===== config.mk =====
export PLATFORM = sky130hd
export DESIGN_NAME = tga_pixel_stream_decoder
export DESIGN_NICKNAME = d
export VERILOG_FILES = /design/src/design/tpsd_pkg.sv /design/src/design/tpsd_queue.sv /design/src/design/tpsd_front.sv /design/src/design/tpsd_back.sv /design/src/design/tga_pixel_stream_decoder.sv
export SDC_FILE = /design/constraint.sdc
export NUM_CORES = 1
export LEC_CHECK = 0
export ABC_CLOCK_PERIOD_IN_PS = 6500
export CAP_MARGIN = 20
export CORE_MARGIN = 4
export CORE_UTILIZATION = 55
export CTS_CLUSTER_DIAMETER = 200
export DETAILED_ROUTE_END_ITERATION = 12
export DONT_BUFFER_PORTS = 1
export PLACE_DENSITY = 0.73
export SYNTH_ARGS = -nofsm -noshare
export SYNTH_HDL_FRONTEND = slang
export SYNTH_SLANG_ARGS = --single-unit
export TNS_END_PERCENT = 1

===== constraint.sdc =====
create_clock -name clk -period 6.5 [get_ports clk]
set_input_delay 1.3 -clock clk [delete_from_list [all_inputs] [get_ports clk]]
set_output_delay 1.3 -clock clk [all_outputs]
set_load 0.1 [all_outputs]

===== src/design/tpsd_pkg.sv =====
// Shared types and constants of the targa pixel stream decoder.
package tpsd_pkg;

  localparam int MAX_DIM_DEF = 2048;
  localparam int QUEUE_DEPTH = 4;

  localparam int CFG_IDX_W  = 2;
  localparam int CFG_DATA_W = 12;

  localparam logic [CFG_IDX_W-1:0] REG_IMAGE_WIDTH   = 2'd0;
  localparam logic [CFG_IDX_W-1:0] REG_IMAGE_HEIGHT  = 2'd1;
  localparam logic [CFG_IDX_W-1:0] REG_ALPHA_PRESENT = 2'd2;
  localparam logic [CFG_IDX_W-1:0] REG_RLE_ENABLE    = 2'd3;

  localparam logic [CFG_DATA_W-1:0] WIDTH_RESET  = 12'd4;
  localparam logic [CFG_DATA_W-1:0] HEIGHT_RESET = 12'd1;
  localparam int MIN_WIDTH = 4;

  localparam logic [7:0] OPAQUE_ALPHA = 8'd255;

  // Pixel bytes in stream order: blue, green, red, then alpha.
  localparam logic [1:0] PH_BLUE  = 2'd0;
  localparam logic [1:0] PH_GREEN = 2'd1;
  localparam logic [1:0] PH_RED   = 2'd2;
  localparam logic [1:0] PH_ALPHA = 2'd3;

  // One decoded pixel or run handed from the front end to the span generator.
  typedef struct packed {
    logic        restart;
    logic [7:0]  count;
    logic [23:0] colour;
    logic [7:0]  alpha;
  } cmd_t;

  typedef enum logic [0:0] {
    BK_IDLE = 1'b0,
    BK_EMIT = 1'b1
  } back_state_t;

endpackage


===== src/design/tpsd_queue.sv =====
// Small command queue between the byte front end and the span generator.
module tpsd_queue
  import tpsd_pkg::*;
(
  input  logic clk,
  input  logic rst_n,
  input  logic push,
  input  cmd_t push_data,
  output logic full,
  input  logic pop,
  output logic head_valid,
  output cmd_t head_data
);

  localparam int PTR_W = $clog2(QUEUE_DEPTH);
  localparam int CNT_W = $clog2(QUEUE_DEPTH + 1);

  cmd_t             mem_r [QUEUE_DEPTH];
  logic [PTR_W-1:0] wr_ptr_r, wr_ptr_nxt;
  logic [PTR_W-1:0] rd_ptr_r, rd_ptr_nxt;
  logic [CNT_W-1:0] fill_r, fill_nxt;

  assign full       = (fill_r == CNT_W'(QUEUE_DEPTH));
  assign head_valid = (fill_r != '0);
  assign head_data  = mem_r[rd_ptr_r];

  always_comb begin
    wr_ptr_nxt = wr_ptr_r;
    rd_ptr_nxt = rd_ptr_r;
    fill_nxt   = fill_r;
    if (push) begin
      wr_ptr_nxt = (wr_ptr_r == PTR_W'(QUEUE_DEPTH - 1)) ? '0 : wr_ptr_r + PTR_W'(1);
    end
    if (pop) begin
      rd_ptr_nxt = (rd_ptr_r == PTR_W'(QUEUE_DEPTH - 1)) ? '0 : rd_ptr_r + PTR_W'(1);
    end
    if (push && !pop) begin
      fill_nxt = fill_r + CNT_W'(1);
    end else if (pop && !push) begin
      fill_nxt = fill_r - CNT_W'(1);
    end
  end

  always_ff @(posedge clk) begin
    if (!rst_n) begin
      wr_ptr_r <= '0;
      rd_ptr_r <= '0;
      fill_r   <= '0;
    end else begin
      wr_ptr_r <= wr_ptr_nxt;
      rd_ptr_r <= rd_ptr_nxt;
      fill_r   <= fill_nxt;
    end
  end

  always_ff @(posedge clk) begin
    if (push) begin
      mem_r[wr_ptr_r] <= push_data;
    end
  end

endmodule


===== src/design/tpsd_front.sv =====
// Byte front end: packet headers, byte phase and pixel assembly.
module tpsd_front
  import tpsd_pkg::*;
(
  input  logic       clk,
  input  logic       rst_n,
  input  logic       cfg_restart,
  input  logic       alpha_present,
  input  logic       rle_enable,
  input  logic       byte_take,
  input  logic [7:0] data_byte,
  input  logic       image_start,
  output logic       push,
  output cmd_t       push_data
);

  logic [1:0]  phase_r, phase_nxt;
  logic [7:0]  prem_r, prem_nxt;
  logic        isrun_r, isrun_nxt;
  logic [23:0] held_r, held_nxt;
  logic        pend_r, pend_nxt;

  logic [1:0]  phase_cur;
  logic [7:0]  prem_cur;
  logic        isrun_cur;
  logic [23:0] held_cur;
  logic        pixel;
  logic [7:0]  alpha_val;
  logic [7:0]  count_val;
  logic        restart_flag;

  always_comb begin
    // A restart takes effect before the byte is used.
    phase_cur    = image_start ? PH_BLUE : phase_r;
    prem_cur     = image_start ? 8'd0 : prem_r;
    isrun_cur    = image_start ? 1'b0 : isrun_r;
    held_cur     = image_start ? 24'd0 : held_r;
    phase_nxt    = phase_cur;
    prem_nxt     = prem_cur;
    isrun_nxt    = isrun_cur;
    held_nxt     = held_cur;
    pixel        = 1'b0;
    alpha_val    = data_byte;
    count_val    = 8'd0;
    restart_flag = image_start || pend_r;

    if (rle_enable && prem_cur == 8'd0) begin
      prem_nxt  = 8'd1 + {1'b0, data_byte[6:0]};
      isrun_nxt = data_byte[7];
      phase_nxt = PH_BLUE;
    end else begin
      case (phase_cur)
        PH_BLUE: begin
          held_nxt[7:0] = data_byte;
          phase_nxt     = PH_GREEN;
        end
        PH_GREEN: begin
          held_nxt[15:8] = data_byte;
          phase_nxt      = PH_RED;
        end
        PH_RED: begin
          held_nxt[23:16] = data_byte;
          if (alpha_present) begin
            phase_nxt = PH_ALPHA;
          end else begin
            phase_nxt = PH_BLUE;
            pixel     = 1'b1;
            alpha_val = OPAQUE_ALPHA;
          end
        end
        default: begin
          phase_nxt = PH_BLUE;
          pixel     = 1'b1;
        end
      endcase
      if (pixel) begin
        if (!rle_enable) begin
          count_val = 8'd1;
        end else if (isrun_cur) begin
          count_val = prem_cur;
          prem_nxt  = 8'd0;
        end else begin
          count_val = 8'd1;
          prem_nxt  = prem_cur - 8'd1;
        end
      end
    end

    push              = byte_take && (pixel || restart_flag);
    push_data.restart = restart_flag;
    push_data.count   = count_val;
    push_data.colour  = held_nxt;
    push_data.alpha   = alpha_val;
    pend_nxt          = push ? 1'b0 : pend_r;
  end

  always_ff @(posedge clk) begin
    if (!rst_n) begin
      phase_r <= PH_BLUE;
      prem_r  <= 8'd0;
      isrun_r <= 1'b0;
      pend_r  <= 1'b1;
    end else if (cfg_restart) begin
      phase_r <= PH_BLUE;
      prem_r  <= 8'd0;
      isrun_r <= 1'b0;
      pend_r  <= 1'b1;
    end else if (byte_take) begin
      phase_r <= phase_nxt;
      prem_r  <= prem_nxt;
      isrun_r <= isrun_nxt;
      pend_r  <= pend_nxt;
    end
  end

  always_ff @(posedge clk) begin
    if (cfg_restart) begin
      held_r <= 24'd0;
    end else if (byte_take) begin
      held_r <= held_nxt;
    end
  end

endmodule


===== src/design/tpsd_back.sv =====
// Span generator: splits pixels and runs into spans at row ends.
module tpsd_back
  import tpsd_pkg::*;
#(
  parameter int MAX_DIM = MAX_DIM_DEF
)
(
  input  logic                             clk,
  input  logic                             rst_n,
  input  logic [$clog2(MAX_DIM+1)-1:0]     eff_width,
  input  logic [$clog2(MAX_DIM+1)-1:0]     eff_height,
  input  logic [2*$clog2(MAX_DIM+1)-1:0]   base_start,
  input  logic                             q_valid,
  input  cmd_t                             q_data,
  output logic                             q_pop,
  output logic                             out_valid,
  input  logic                             out_ready,
  output logic [7:0]                       out_red,
  output logic [7:0]                       out_green,
  output logic [7:0]                       out_blue,
  output logic [7:0]                       out_alpha,
  output logic [10:0]                      out_row_index,
  output logic [10:0]                      out_first_column,
  output logic [7:0]                       out_span_length,
  output logic [21:0]                      out_pixel_address,
  output logic                             out_span_last,
  output logic                             out_image_done
);

  localparam int DIM_W = $clog2(MAX_DIM + 1);
  localparam int CW    = $clog2(MAX_DIM);
  localparam int AW    = 2 * DIM_W;
  localparam int LW    = (DIM_W > 8) ? DIM_W + 1 : 9;

  back_state_t state_r, state_nxt;

  logic          fin_r, fin_nxt;
  logic [7:0]    cnt_r;
  logic [23:0]   colour_r;
  logic [7:0]    alpha_r;
  logic [CW-1:0] row_r, row_nxt;
  logic [CW-1:0] col_r, col_nxt;
  logic [AW-1:0] base_r, base_nxt;
  logic          ov_r;
  logic          emit;
  logic          go;

  logic [DIM_W-1:0] room;
  logic [7:0]       len;
  logic             wrap;
  logic             done;
  logic             last;

  // A popped command is dropped when its count is zero, or when the image is already complete and it is no restart.
  assign go = q_data.count != 8'd0 && (q_data.restart || !fin_r);

  always_comb begin
    state_nxt = state_r;
    unique case (state_r)
      BK_IDLE: begin
        if (q_valid && go) begin
          state_nxt = BK_EMIT;
        end
      end
      BK_EMIT: begin
        if (emit && last) begin
          state_nxt = BK_IDLE;
        end
      end
      default: state_nxt = BK_IDLE;
    endcase
  end

  always_comb begin
    q_pop = 1'b0;
    emit  = 1'b0;
    unique case (state_r)
      BK_IDLE: q_pop = q_valid;
      BK_EMIT: emit  = !ov_r || out_ready;
      default: begin
        q_pop = 1'b0;
        emit  = 1'b0;
      end
    endcase
  end

  always_comb begin
    room = eff_width - DIM_W'(col_r);
    len  = (LW'(cnt_r) < LW'(room)) ? cnt_r : 8'(room);
    wrap = (LW'(len) == LW'(room));
    done = wrap && (row_r == '0);
    last = (len == cnt_r) || done;

    fin_nxt  = fin_r;
    row_nxt  = row_r;
    col_nxt  = col_r;
    base_nxt = base_r;
    if (q_pop && q_data.restart) begin
      fin_nxt  = 1'b0;
      row_nxt  = CW'(eff_height - DIM_W'(1));
      col_nxt  = '0;
      base_nxt = base_start;
    end else if (emit) begin
      if (wrap) begin
        col_nxt = '0;
        if (done) begin
          fin_nxt = 1'b1;
        end else begin
          row_nxt  = row_r - CW'(1);
          base_nxt = base_r - AW'(eff_width);
        end
      end else begin
        col_nxt = CW'(LW'(col_r) + LW'(len));
      end
    end
  end

  always_ff @(posedge clk) begin
    if (!rst_n) begin
      state_r <= BK_IDLE;
      fin_r   <= 1'b0;
      ov_r    <= 1'b0;
    end else begin
      state_r <= state_nxt;
      fin_r   <= fin_nxt;
      if (emit) begin
        ov_r <= 1'b1;
      end else if (out_ready) begin
        ov_r <= 1'b0;
      end
    end
  end

  always_ff @(posedge clk) begin
    row_r  <= row_nxt;
    col_r  <= col_nxt;
    base_r <= base_nxt;
    if (q_pop) begin
      cnt_r    <= q_data.count;
      colour_r <= q_data.colour;
      alpha_r  <= q_data.alpha;
    end else if (emit) begin
      cnt_r <= cnt_r - len;
    end
    if (emit) begin
      out_red           <= colour_r[23:16];
      out_green         <= colour_r[15:8];
      out_blue          <= colour_r[7:0];
      out_alpha         <= alpha_r;
      out_row_index     <= 11'(row_r);
      out_first_column  <= 11'(col_r);
      out_span_length   <= len;
      out_pixel_address <= 22'(base_r + AW'(col_r));
      out_span_last     <= last;
      out_image_done    <= done;
    end
  end

  assign out_valid = ov_r;

endmodule


===== src/design/tga_pixel_stream_decoder.sv =====
// Top level of the truecolor targa pixel stream decoder.
//
// Usage: after the header is parsed, write width, height, alpha_present and
// rle_enable through the cfg channel (index 0..3); every write restarts the
// image at column 0 of the bottom row. Then feed the pixel data one byte per
// in request; in_image_start on a byte restarts decoding before that byte.
// Each completed pixel or run leaves as one or more out requests, each a span
// of identical RGBA pixels inside one row, rows filled bottom to top.
// The front end takes one byte per cycle and hands decoded pixels and runs
// to the span generator through a four-entry queue. A pixel's first span
// passes through the queue, the generator's load step and its output
// register; spans then follow one per cycle while out_ready allows, with a
// load step for each queued command. Input stalls only while the queue is
// full, which happens when runs cross row ends or the receiver holds out_ready
// low; a stalled span stays in the output register and the generator waits.
// Bytes that arrive after the final pixel produce nothing until a restart.
// Reset (rst_n low, synchronous) loads width 4, height 1, 24-bit raw mode,
// empties the queue and drops any pending span.
module tga_pixel_stream_decoder
  import tpsd_pkg::*;
#(
  parameter int MAX_DIM = MAX_DIM_DEF
)
(
  input  logic                  clk,
  input  logic                  rst_n,
  input  logic                  cfg_valid,
  output logic                  cfg_ready,
  input  logic [CFG_IDX_W-1:0]  cfg_index,
  input  logic [CFG_DATA_W-1:0] cfg_data,
  input  logic                  in_valid,
  output logic                  in_ready,
  input  logic [7:0]            in_data_byte,
  input  logic                  in_image_start,
  output logic                  out_valid,
  input  logic                  out_ready,
  output logic [7:0]            out_red,
  output logic [7:0]            out_green,
  output logic [7:0]            out_blue,
  output logic [7:0]            out_alpha,
  output logic [10:0]           out_row_index,
  output logic [10:0]           out_first_column,
  output logic [7:0]            out_span_length,
  output logic [21:0]           out_pixel_address,
  output logic                  out_span_last,
  output logic                  out_image_done
);

  localparam int DIM_W = $clog2(MAX_DIM + 1);
  localparam int AW    = 2 * DIM_W;
  localparam int CMP_W = (DIM_W > CFG_DATA_W) ? DIM_W : CFG_DATA_W;

  logic [CFG_DATA_W-1:0] width_r;
  logic [CFG_DATA_W-1:0] height_r;
  logic                  alpha_present_r;
  logic                  rle_enable_r;
  logic                  cfg_write;

  logic [DIM_W-1:0] eff_width;
  logic [DIM_W-1:0] eff_height;
  logic [AW-1:0]    base_start_r;

  logic in_take;
  logic q_push;
  cmd_t q_push_data;
  logic q_full;
  logic q_pop;
  logic q_valid;
  cmd_t q_head;

  assign cfg_ready = 1'b1;
  assign cfg_write = cfg_valid && cfg_ready;

  always_ff @(posedge clk) begin
    if (!rst_n) begin
      width_r         <= WIDTH_RESET;
      height_r        <= HEIGHT_RESET;
      alpha_present_r <= 1'b0;
      rle_enable_r    <= 1'b0;
    end else if (cfg_write) begin
      unique case (cfg_index)
        REG_IMAGE_WIDTH:   width_r         <= cfg_data;
        REG_IMAGE_HEIGHT:  height_r        <= cfg_data;
        REG_ALPHA_PRESENT: alpha_present_r <= cfg_data[0];
        REG_RLE_ENABLE:    rle_enable_r    <= cfg_data[0];
        default:           width_r         <= width_r;
      endcase
    end
  end

  // Header dimensions are clamped to the supported range.
  always_comb begin
    if (CMP_W'(width_r) < CMP_W'(MIN_WIDTH)) begin
      eff_width = DIM_W'(MIN_WIDTH);
    end else if (CMP_W'(width_r) > CMP_W'(MAX_DIM)) begin
      eff_width = DIM_W'(MAX_DIM);
    end else begin
      eff_width = DIM_W'(width_r);
    end
    if (height_r == '0) begin
      eff_height = DIM_W'(1);
    end else if (CMP_W'(height_r) > CMP_W'(MAX_DIM)) begin
      eff_height = DIM_W'(MAX_DIM);
    end else begin
      eff_height = DIM_W'(height_r);
    end
  end

  // Start address of the bottom row, registered from the clamped dimensions.
  always_ff @(posedge clk) begin
    base_start_r <= AW'(eff_height - DIM_W'(1)) * AW'(eff_width);
  end

  assign in_ready = !q_full;
  assign in_take  = in_valid && in_ready;

  tpsd_front u_front (
    .clk           (clk),
    .rst_n         (rst_n),
    .cfg_restart   (cfg_write),
    .alpha_present (alpha_present_r),
    .rle_enable    (rle_enable_r),
    .byte_take     (in_take),
    .data_byte     (in_data_byte),
    .image_start   (in_image_start),
    .push          (q_push),
    .push_data     (q_push_data)
  );

  tpsd_queue u_queue (
    .clk        (clk),
    .rst_n      (rst_n),
    .push       (q_push),
    .push_data  (q_push_data),
    .full       (q_full),
    .pop        (q_pop),
    .head_valid (q_valid),
    .head_data  (q_head)
  );

  tpsd_back #(
    .MAX_DIM (MAX_DIM)
  ) u_back (
    .clk               (clk),
    .rst_n             (rst_n),
    .eff_width         (eff_width),
    .eff_height        (eff_height),
    .base_start        (base_start_r),
    .q_valid           (q_valid),
    .q_data            (q_head),
    .q_pop             (q_pop),
    .out_valid         (out_valid),
    .out_ready         (out_ready),
    .out_red           (out_red),
    .out_green         (out_green),
    .out_blue          (out_blue),
    .out_alpha         (out_alpha),
    .out_row_index     (out_row_index),
    .out_first_column  (out_first_column),
    .out_span_length   (out_span_length),
    .out_pixel_address (out_pixel_address),
    .out_span_last     (out_span_last),
    .out_image_done    (out_image_done)
  );

endmodule


**After elaboration in Yosys (flattened, before gate mapping)**

Memory sizes are Yosys's and may differ from the RTL's. A register that Yosys moved wholly into a read port is not among the register bits.
Cells that the tools add are included.

- Bits in registers: 268
- Memory bits (writable): 164
- Bits of input ports: 28
- Memories kept: 1

- $add $sub $neg: 14
- Multiply operators: 1
- Magnitude comparators: 4
- Equal/unequal tests: 11
- Multiplexer cells: 58
- Bitwise operators: 2
- Reductions and logical operators: 42

Memory list:

| name | depth | bits a word | read ports | clocked after memory_dff | wr ports | RTL line | text |
|---|---|---|---|---|---|---|---|
| u_queue.mem_r | 4 | 41 | 1 | 1 | 1 | tpsd_queue.sv:18 | `cmd_t mem_r [QUEUE_DEPTH];` |

Operator list:

| kind | number |
|---|---|
| 24-bit 2-to-1 mux | 6 |
| 8-bit 2-to-1 mux | 18 |
| 11-bit 2-to-1 mux | 5 |
| 12-bit 2-to-1 mux | 4 |
| 12-bit > comparator (second input constant) | 2 |
| 13-bit by 13-bit multiplier with 24-bit output | 1 |
| 24-bit by 12-bit subtractor with 24-bit output | 1 |
| 22-bit by 11-bit adder with 22-bit output | 1 |
| 11-bit by 1-bit subtractor with 11-bit output (second input constant) | 2 |
| 2-bit 2-to-1 mux | 7 |
| 1-bit 2-to-1 mux | 13 |
| 12-bit by 1-bit subtractor with 13-bit output (second input constant) | 1 |
| 8-bit by 12-bit equality test with 1-bit output | 1 |
| 12-bit logical NOT | 1 |
| 12-bit by 3-bit less-than comparator with 1-bit output (second input constant) | 1 |
| 8-bit by 12-bit less-than comparator with 1-bit output | 1 |
| 12-bit by 11-bit subtractor with 12-bit output | 1 |
| 11-bit by 8-bit adder with 11-bit output | 1 |
| 11-bit logical NOT | 1 |
| 2-bit equality test (second input constant) | 5 |
| 1-bit logical AND | 10 |
| 2-bit AND reduction | 5 |
| 2-bit nonzero test | 5 |
| 1-bit by 7-bit adder with 8-bit output (first input constant) | 1 |
| 21 further kinds | 38 |

**Longest topological paths before layout**

Gate-level depths: netlist of the first run.

- Depth after elaboration: 12
- Gate-level depth with buffers: 32

**Cells and area by module**

From an unflattened synthesis of the first run, not the netlist that was laid out.

- Cell total of the unflattened synthesis: 2195
- Area total of the unflattened synthesis: 25293.0 um^2

Modules (own cells, without submodules):

| module | instances | cells an instance | area each (um^2) | seq. area each (um^2) |
|---|---|---|---|---|
| tpsd_back | 1 | 737 | 8844.7 | 5054.8 |
| tga_pixel_stream_decoder | 1 | 912 | 7728.7 | 1001.0 |
| tpsd_queue | 1 | 259 | 6426.2 | 5104.9 |
| tpsd_front | 1 | 287 | 2293.4 | 720.7 |

**Least setup slack after synthesis of the first run**

No wires, ideal clock.

- Kind: flip-flop to flip-flop
- Start point: reg width_r[5]
- End point: reg u_back.base_r[0], enable pin
- Arrival time: 6100 ps
- Setup slack: -69 ps
- Cell stages (with the launch flop): 19
- Path buffers: 2
- Cells stage by stage: dfxtp_1 nor4_1 nand3_1 o31ai_1 and2_1 clkbuf_1 ha_1 clkbuf_1 o21a_1 o22a_1 o21a_1 xor2_1 inv_1 ha_1 and2_1 a21boi_0 o41ai_1 o2111ai_1 o21ai_0

- Word-level cells in the longest chain between the ends: 10

Ends and longest elaborated chain:

| element | RTL line | text |
|---|---|---|
| start: declaration | tga_pixel_stream_decoder.sv:53 | `logic [CFG_DATA_W-1:0] width_r;` |
| start signal: assignment | tga_pixel_stream_decoder.sv:82 | `REG_IMAGE_WIDTH: width_r <= cfg_data;` |
| start signal: assignment | tga_pixel_stream_decoder.sv:86 | `default: width_r <= width_r;` |
| 12-bit > comparator | tga_pixel_stream_decoder.sv:95 | `end else if (CMP_W'(width_r) > CMP_W'(MAX_DIM)) begin` |
| 12-bit 2-to-1 mux | tga_pixel_stream_decoder.sv:95 |  |
| 12-bit 2-to-1 mux * | tga_pixel_stream_decoder.sv:93 | `if (CMP_W'(width_r) < CMP_W'(MIN_WIDTH)) begin` |
| 12-bit by 11-bit subtractor with 12-bit output * | tpsd_back.sv:88 | `room = eff_width - DIM_W'(col_r);` |
| 8-bit by 12-bit less-than comparator with 1-bit output | tpsd_back.sv:89 | `len = (LW'(cnt_r) < LW'(room)) ? cnt_r : 8'(room);` |
| 8-bit 2-to-1 mux | tpsd_back.sv:89 |  |
| 8-bit by 12-bit equality test with 1-bit output * | tpsd_back.sv:90 | `wrap = (LW'(len) == LW'(room));` |
| 1-bit logical AND | tpsd_back.sv:91 | `done = wrap && (row_r == '0);` |
| 2-bit != test (no source line) | n/a |  |
| 3-bit AND reduction (no source line) * | n/a |  |
| end signal: assignment | tpsd_back.sv:137 | `base_r <= base_nxt;` |
| end: declaration | tpsd_back.sv:43 | `logic [AW-1:0] base_r, base_nxt;` |

Every way passes the cells marked *; elsewhere a longest branch is shown, timed or not.
A chain may end at the register's enable or synchronous reset.

**Worst setup path in the final report of the first run**

- Start point: reg height_r[2]
- End point: reg base_start_r[21]

- Word-level cells in the longest chain between the ends: 5

Ends and longest elaborated chain:

| element | RTL line | text |
|---|---|---|
| start: declaration | tga_pixel_stream_decoder.sv:54 | `logic [CFG_DATA_W-1:0] height_r;` |
| start signal: assignment | tga_pixel_stream_decoder.sv:83 | `REG_IMAGE_HEIGHT: height_r <= cfg_data;` |
| 12-bit > comparator | tga_pixel_stream_decoder.sv:102 | `end else if (CMP_W'(height_r) > CMP_W'(MAX_DIM)) begin` |
| 12-bit 2-to-1 mux | tga_pixel_stream_decoder.sv:102 |  |
| 12-bit 2-to-1 mux * | tga_pixel_stream_decoder.sv:100 | `if (height_r == '0) begin` |
| 12-bit by 1-bit subtractor with 13-bit output * | tga_pixel_stream_decoder.sv:111 | `base_start_r <= AW'(eff_height - DIM_W'(1)) * AW'(eff_width);` |
| 13-bit by 13-bit multiplier with 24-bit output * | tga_pixel_stream_decoder.sv:111 |  |
| end signal: assignment | tga_pixel_stream_decoder.sv:111 |  |
| end: declaration | tga_pixel_stream_decoder.sv:61 | `logic [AW-1:0] base_start_r;` |

Marks and branches as above.

==> results of run 1 <==
-- cell usage after synthesis, types with 10 or more instances --
library cell  count
xor2_1           41
inv_1           248
nand3_1          31
o21a_1           12
nor4_1           10
and2_1           28
a21boi_0         30
o21ai_0          52
nor2_1          153
nor2b_1          32
edfxtp_1        323
nand2b_1         21
ha_1            117
fa_1            133
xnor2_1          69
clkbuf_1         69
mux2_2           13
a21o_1           20
o211ai_1         11
a211oi_1         10
or2_2            11
a21oi_1         103
a31o_2           16
nor3b_1          13
mux4_2           41
and3_1           28
nor3_1           31
nand2_1         241
dfxtp_1         107
-- layout make-up --
cell class	count	area [um2]
clock buffers	66	1194
clock inverters	16	171.4
fillers	3407	17050
inverters	255	959.7
multi-input cells	1407	11670
flip-flops and latches	430	11850
well taps	592	740.7
repair buffers	66	495.5
-- logic make-up (layout without fill, tap and decap cells) --
family	count (synthesis)	after routing	share of synthesized area (%)
simple gates	635	635	12.18
flops	430	430	48.40
buf+inv	337	403	5.258
compound gates	318	318	8.531
fa+ha+maj	250	250	16.87
xor+xnor	111	111	4.030
mux	62	62	4.700
other cells	2	31	0.03070
-- worst max-delay path by stage --
stage | slack [ns] | from | endpoint
after floorplan | -0.03 | height_r[0]$_SDFFE_PN1P_ | base_start_r[21]$_DFF_P_
after global placement | 0.14 | height_r[1]$_SDFFE_PN0P_ | base_start_r[21]$_DFF_P_
after detailed placement | -0.1 | height_r[1]$_SDFFE_PN0P_ | base_start_r[21]$_DFF_P_
after CTS | 0.01 | height_r[2]$_SDFFE_PN0P_ | base_start_r[21]$_DFF_P_
after global routing | -0.03 | height_r[1]$_SDFFE_PN0P_ | base_start_r[21]$_DFF_P_
final | 0.23 | height_r[2]$_SDFFE_PN0P_ | base_start_r[21]$_DFF_P_
-- cell usage in the layout (no fill, tap or decap), types with 9 or more instances in the layout --
cell type / instances
and3_1: 27
nor3b_1: 12
edfxtp_1: 323
xnor2_1: 67
nor4_1: 9
a21o_1: 20
xor2_1: 39
inv_1: 248
o21ai_0: 49
a21oi_1: 99
nand2_1: 241
nor2b_1: 26
ha_1: 116
nand2b_1: 19
nor3_1: 27
mux4_2: 41
nand3_1: 29
buf_4: 66
fa_1: 133
a21boi_0: 29
clkbuf_1: 21
or2_2: 11
o211ai_1: 11
dfxtp_1: 103
o21a_1: 12
nor2_1: 152
clkbuf_16: 44
and2_1: 20
conb_1: 31
mux2_2: 13
a31o_2: 16
-- report_power, final --
part           total (uW)  leakage [uW]  switching [uW]  internal [uW]
logic                4350       0.00619            2550           1800
clock network        2390      0.000653            1060           1330
registers            6040       0.00393            2010           4030
total               12800        0.0108            5620           7160
-- state kept, by name (all words and copies together) (netlist names), 11 cells and up, named ones only --
register,flops
u_back.row_r,11
u_front.held_r,24
u_back.base_r,22
base_start_r,22
u_queue.mem_r,164
u_back.out_pixel_address,22
width_r,12
u_back.out_first_column,11
u_back.out_row_index,11
height_r,12
u_back.col_r,11
u_back.colour_r,24
-- through the flow --
stage	worst slack, ns	hold slack (ns)	std cells
after global placement	0.1435	0.4005	2745
final	0.2290	0.4138	2832
after global routing	-0.03323	0.4206	2832
after CTS	0.009911	0.4163	2828
after floorplan	-0.03184	0.4003	2174
after detailed placement	-0.09552	0.4051	2745
-- critical path: stages, from the launching register on --
cell       delay (ns)
dfxtp_4          0.37
nor3_4           0.18
nand3_1          0.12
and3_4           0.17
nor2b_1          0.13
xnor2_1          0.21
nor2b_2          0.25
nor2_1           0.08
fa_1             0.53
inv_1            0.05
fa_1             0.52
inv_1            0.06
fa_1             0.46
fa_1             0.50
inv_1            0.06
fa_1             0.53
inv_1            0.05
ha_1             0.32
o21a_1           0.24
o2111ai_2        0.23
a22oi_2          0.13
a211o_1          0.33
a21o_1           0.19
a21oi_2          0.16
o21ai_2          0.09
xnor2_2          0.14
-- what timing repair did --
item	4_1_cts	5_1_grt
gates resized for setup	7	49
endpoints found under the hold margin	0	0
buffers inserted	1	3
pin swaps	0	11
endpoints found under the setup margin	2	14
-- layer usage --
metal  track usage, %  vias up  share of wire (%)
met4            6.973        0                2.7
li1                 -     7460                  -
met2            35.77      549                 47
met1            31.24     7870                 43
met3            5.151       98                7.5
met5                0        -                  0
==> results.toml, run 1 <==
[yosys]
synth_seq_cells = 430
synthArstFlopShare_pct = 0
ys_top_cells_by_area = "edfxtp_1 40%, fa_1 11%, dfxtp_1 8.8%"
synthFlopType = "edfxtp_1"
yosysSeqAreaShare_pct = 48.40
syn_area_mm2 = 0.02446
avgSynthCellArea_um2 = 11.40
ys_warn_count = 0
synth_edf_count = 323
synthDistinctLibCells = 76
synth_top_area_share_pct = 39.65
synth_cells = 2145
yosys.area.top_type = "edfxtp_1"

[cts]
cts_hold_buf = 0
clock_latency_ns = 0.60
ctsLongestPathBuffers = 3
cts-buffers-inserted = 44
cts_root_buf = "clkbuf_16"
clock_sinks = 430
clk_pin_slew_ns = 0.06
h-tree-depth = 2
cts_tree = "done"

[die]
fp.dieH_um = 218.9
dieArea_mm2 = 0.04792
die_w_um = 218.9
row_count = 77
ios = 117
start_util_pct = 55.44
core_area_mm2 = 0.04412

[cells_and_area]
insertedDiodeCount = 0
area_growth_pct = 10.69
finalInstanceArea_mm2 = 0.02708
layout.nets = 2482
final_core_util_pct = 61.37
layout-drive-gt1-share_pct = 11.96

[placed_design]
gp_congestion = 0.9095
placed_cell_area_mm2 = 0.02547
dp.final_hpwl_um = 38270
portBuffers = 0

[pwr]
p_per_area_mw_per_mm2 = 471.9
leakagePower_uw = 0.01077
ir_worst_vdd_mv = 0.4462
total_power_uw = 12780

[global_route]
antenna_found_initial = 1
grt_pass1_wl_um = 85060
gr-total-overflow = 0
grt_max_degree = 81
grt_usage_pct = 22.53
grt_pass1_vias = 15800

[sta]
slew_headroom_pct = 28.21
fmax_mhz = 159.5
finalSetupTns_ns = 0
period_share_pct = 96.48
finClkSkew_ns = 0.03531
finalSetupViolCount = 0
period_minus_slack_ns = 6.271
worstMarginPinSlew_ns = 1.075
hold_viol = 0
slew_violations = 0

[worst_hold_path]
worstHoldPathType = "flop to flop"
hp-start = "u_back.alpha_r[4]$_DFFE_PP_"
min_delay_path_depth = 0
min_to = "u_back.out_alpha[4]$_DFFE_PP_"

[detailed_routing]
ant_nets = 0
drt_iter0_markers = 1315
vias = 15980
routed_wl_um = 53740
drc = 0
avgViaCountPerCell = 5.642
wl_per_cell_um = 18.97
drtPass1Iterations = 6

[outcome]
outcome = "completed"

[setup_path]
worstSetupPathType = "flop to flop"
r2r_setup_slack_ns = 0.23
reg2reg_depth = 25
end_kind = "flop"
r2r-start = "height_r[2]$_SDFFE_PN0P_"
worstPathMaxFanout = 5
worstPathArrival_ns = 6.71
crit_path_start_kind = "flop"
regToRegEndpoint = "base_start_r[21]$_DFF_P_"
crit_required_ns = 6.94

[job]
max_cap_viol_count = 0
No activity file was read; power rests on OpenSTA's default activity.
==> run 2, diff against run 1 <==
--- a/config.mk
+++ b/config.mk
@@ -5,7 +5,7 @@
 export SDC_FILE = /design/constraint.sdc
 export NUM_CORES = 1
 export LEC_CHECK = 0
-export ABC_CLOCK_PERIOD_IN_PS = 6500
+export ABC_AREA = 1
 export CAP_MARGIN = 20
 export CORE_MARGIN = 4
 export CORE_UTILIZATION = 55
@@ -16,4 +16,3 @@
 export SYNTH_ARGS = -nofsm -noshare
 export SYNTH_HDL_FRONTEND = slang
 export SYNTH_SLANG_ARGS = --single-unit
-export TNS_END_PERCENT = 1
==> results.toml, run 2 <==
[placed_design]
placed_cell_area_mm2 = 0.02546
dp_slack_ns = -0.3917
dp_cells = 3096
portBuffers = 0
gp_congestion = 0.9463
dp.final_hpwl_um = 41850

[sta]
period_minus_slack_ns = 6.336
worst_slack_ns = 0.1637
finalSetupViolCount = 0
slew_violations = 0
worstMarginPinSlew_ns = 1.079
grt_setup_unrepaired = "yes"
fmax_mhz = 157.8
holdWs_ns = 0.4178
period_share_pct = 97.48
finClkSkew_ns = 0.04859
slew_headroom_pct = 27.83
hold_viol = 0

[cells_and_area]
multi_input_area_mm2 = 0.01127
finalInstanceArea_mm2 = 0.02769
final_cell_mix = "412 x inv_1, 338 x nand2_1, 323 x edfxtp_1, 243 x nor2_1, 193 x o21ai_0"
layout-drive-gt1-share_pct = 10.78
reg_top3 = "u_queue.mem_r (164), u_back.colour_r (24), u_front.held_r (24)"
nFillCells = 3548
final_common_cell = "inv_1"
largest_reg_flops = 164
ff_latch_area_mm2 = 0.01185
final_core_util_pct = 62.76
area_growth_pct = 12.95
layout.nets = 2858
largest_register = "u_queue.mem_r"
layout.cells.non_filler = 3221

[cts]
cts_root_buf = "clkbuf_16"
clk_pin_slew_ns = 0.07
cts_tree = "done"
cts_hold_buf = 0
clock_sinks = 430
ctsLongestPathBuffers = 3
cts-buffers-inserted = 45
h-tree-depth = 2
clock_latency_ns = 0.60

[setup_path]
worstSetupPathType = "flop to flop"
cp_common_cell = "fa_1"
crit_path_top_delay_cell = "fa_1"
crit_start = "height_r[4]$_SDFFE_PN0P_"
crit_path_start_kind = "flop"
r2r_setup_slack_ns = 0.16
worstPathArrival_ns = 6.82
r2r-start = "height_r[4]$_SDFFE_PN0P_"
worstPathMaxFanout = 5
reg2reg_depth = 32
crit_required_ns = 6.99
endpoint = "base_start_r[19]$_DFF_P_"
crit_path_max_incr_delay_ns = 0.52
end_kind = "flop"
regToRegEndpoint = "base_start_r[19]$_DFF_P_"

[global_route]
grt_pass1_vias = 17560
antenna_found_initial = 7
grt_usage_pct = 24.28
grt_max_degree = 65
grt_pass1_wl_um = 91820
gr-total-overflow = 0

[pwr]
p_per_area_mw_per_mm2 = 496.2
leakagePower_uw = 0.01161
ir_worst_vdd_mv = 0.3177

[die]
start_util_pct = 55.56
ios = 117
dieArea_mm2 = 0.04802
core_area_mm2 = 0.04412
die_w_um = 219.1
row_count = 77
fp.dieH_um = 219.1

[yosys]
ys_warn_count = 0
yosys.area.top_type = "edfxtp_1"
synthArstFlopShare_pct = 0
synth_cells = 2499
synthDistinctLibCells = 60
synth_edf_count = 323
yosysSeqAreaShare_pct = 48.30
syn_area_mm2 = 0.02452
ys_top_cells_by_area = "edfxtp_1 40%, fa_1 11%, dfxtp_1 8.7%"
avgSynthCellArea_um2 = 9.811
synth_commonest_cells = "427 x inv_1, 352 x nand2_1, 323 x edfxtp_1"
synth.most_common_cell = "inv_1"
synth_seq_cells = 430
synth_top_area_share_pct = 39.56
synthFlopType = "edfxtp_1"

[outcome]
outcome = "completed"

[worst_hold_path]
worstHoldPathType = "flop to flop"

[detailed_routing]
drt_iter0_markers = 1144
ant_nets = 0
drc = 0
drtPass1Iterations = 6
wl_per_cell_um = 18.29
vias = 17770
routed_wl_um = 58930
avgViaCountPerCell = 5.515

[job]
max_cap_viol_count = 0
==> run 2: cell types whose count changed in the layout (fill, tap and decap cells not counted), moves of 27 or more <==
cell      change
mux4_2       -41
a21boi_0     -29
o22ai_1      +32
nand3_1      +39
o21ai_0     +144
nor2_1       +91
xnor2_1      -40
inv_1       +164
nand2_1      +97
and3_1       -27
==> run 2: layout make-up <==
type                       instances  area share [%]
antenna                           13          0.1175
multi-input combinational       1589           40.70
timing repair buffer              76           2.160
tap                              592           2.675
sequential                       430           42.80
inverter                         438           6.050
clock buffer                      51           4.184
clock inverter                    32           1.324
==> run 2: worst min-delay path by stage <==
stage                     slack (ns)                            end  cells after the start                          from
final                           0.42  u_back.out_alpha[3]$_DFFE_PP_                      0   u_back.alpha_r[3]$_DFFE_PP_
after global routing            0.43  u_back.out_alpha[2]$_DFFE_PP_                      0   u_back.alpha_r[2]$_DFFE_PP_
after CTS                       0.42  u_back.out_alpha[4]$_DFFE_PP_                      0   u_back.alpha_r[4]$_DFFE_PP_
after detailed placement        0.40  u_back.out_alpha[3]$_DFFE_PP_                      0   u_back.alpha_r[3]$_DFFE_PP_
after global placement          0.40   u_back.out_blue[2]$_DFFE_PP_                      0  u_back.colour_r[2]$_DFFE_PP_
after floorplan                 0.40  u_back.out_alpha[0]$_DFFE_PP_                      0   u_back.alpha_r[0]$_DFFE_PP_
==> run 2: logic make-up (layout without fill, tap and decap cells) <==
family          Yosys count  after routing  synth area share [%]
simple gates            759            759                 12.95
buf+inv                 509            597                 7.992
compound gates          466            466                 10.87
flops                   430            430                 48.30
fa+ha+maj               250            250                 16.83
xor+xnor                 83             83                 3.026
other cells               2             44               0.03063
==> run 2: power breakdown <==
part | internal, uW | switching [uW] | total (uW)
sequential | 4090 | 1920 | 6010
combinational | 1870 | 3230 | 5100
clock | 1530 | 1090 | 2630
==> run 2: critical path: cells and delay by family, from the launching register on <==
family	cells	cell delay (ns)
AOI/OAI and AO/OA	5	0.68
DFF	1	0.32
buffers and inverters	8	0.70
adders and majority gates	6	2.78
and+or+nand+nor	12	1.60
xor gates and xnor gates	1	0.14
==> run 2: layer usage <==
metal  part of all wire (%)  vias to the layer above  GRT usage (%)  routed length, um
li1                       -                     8409              -                  -
met1                     39                     8622          29.72              23180
met5                  0.022                        -              0                 13
met2                     50                      576          42.82              29700
met3                    6.6                      156          4.694               3870
met4                    3.7                        2          8.953               2164
==> run 2: per-stage QoR <==
step / setup TNS [ns] / total power (uW)
floorplan: 0 / 9494
global placement: -0.2815 / 10670
detailed placement: -0.8553 / 10860
CTS: 0 / 13540
global route: -0.3528 / 14650
finish: 0 / 13740
==> run 2: timing repair <==
action	4_1_cts	5_1_grt
pin swaps	5	34
resized for setup	23	101
setup buffers	6	22
setup endpoints to repair	6	15
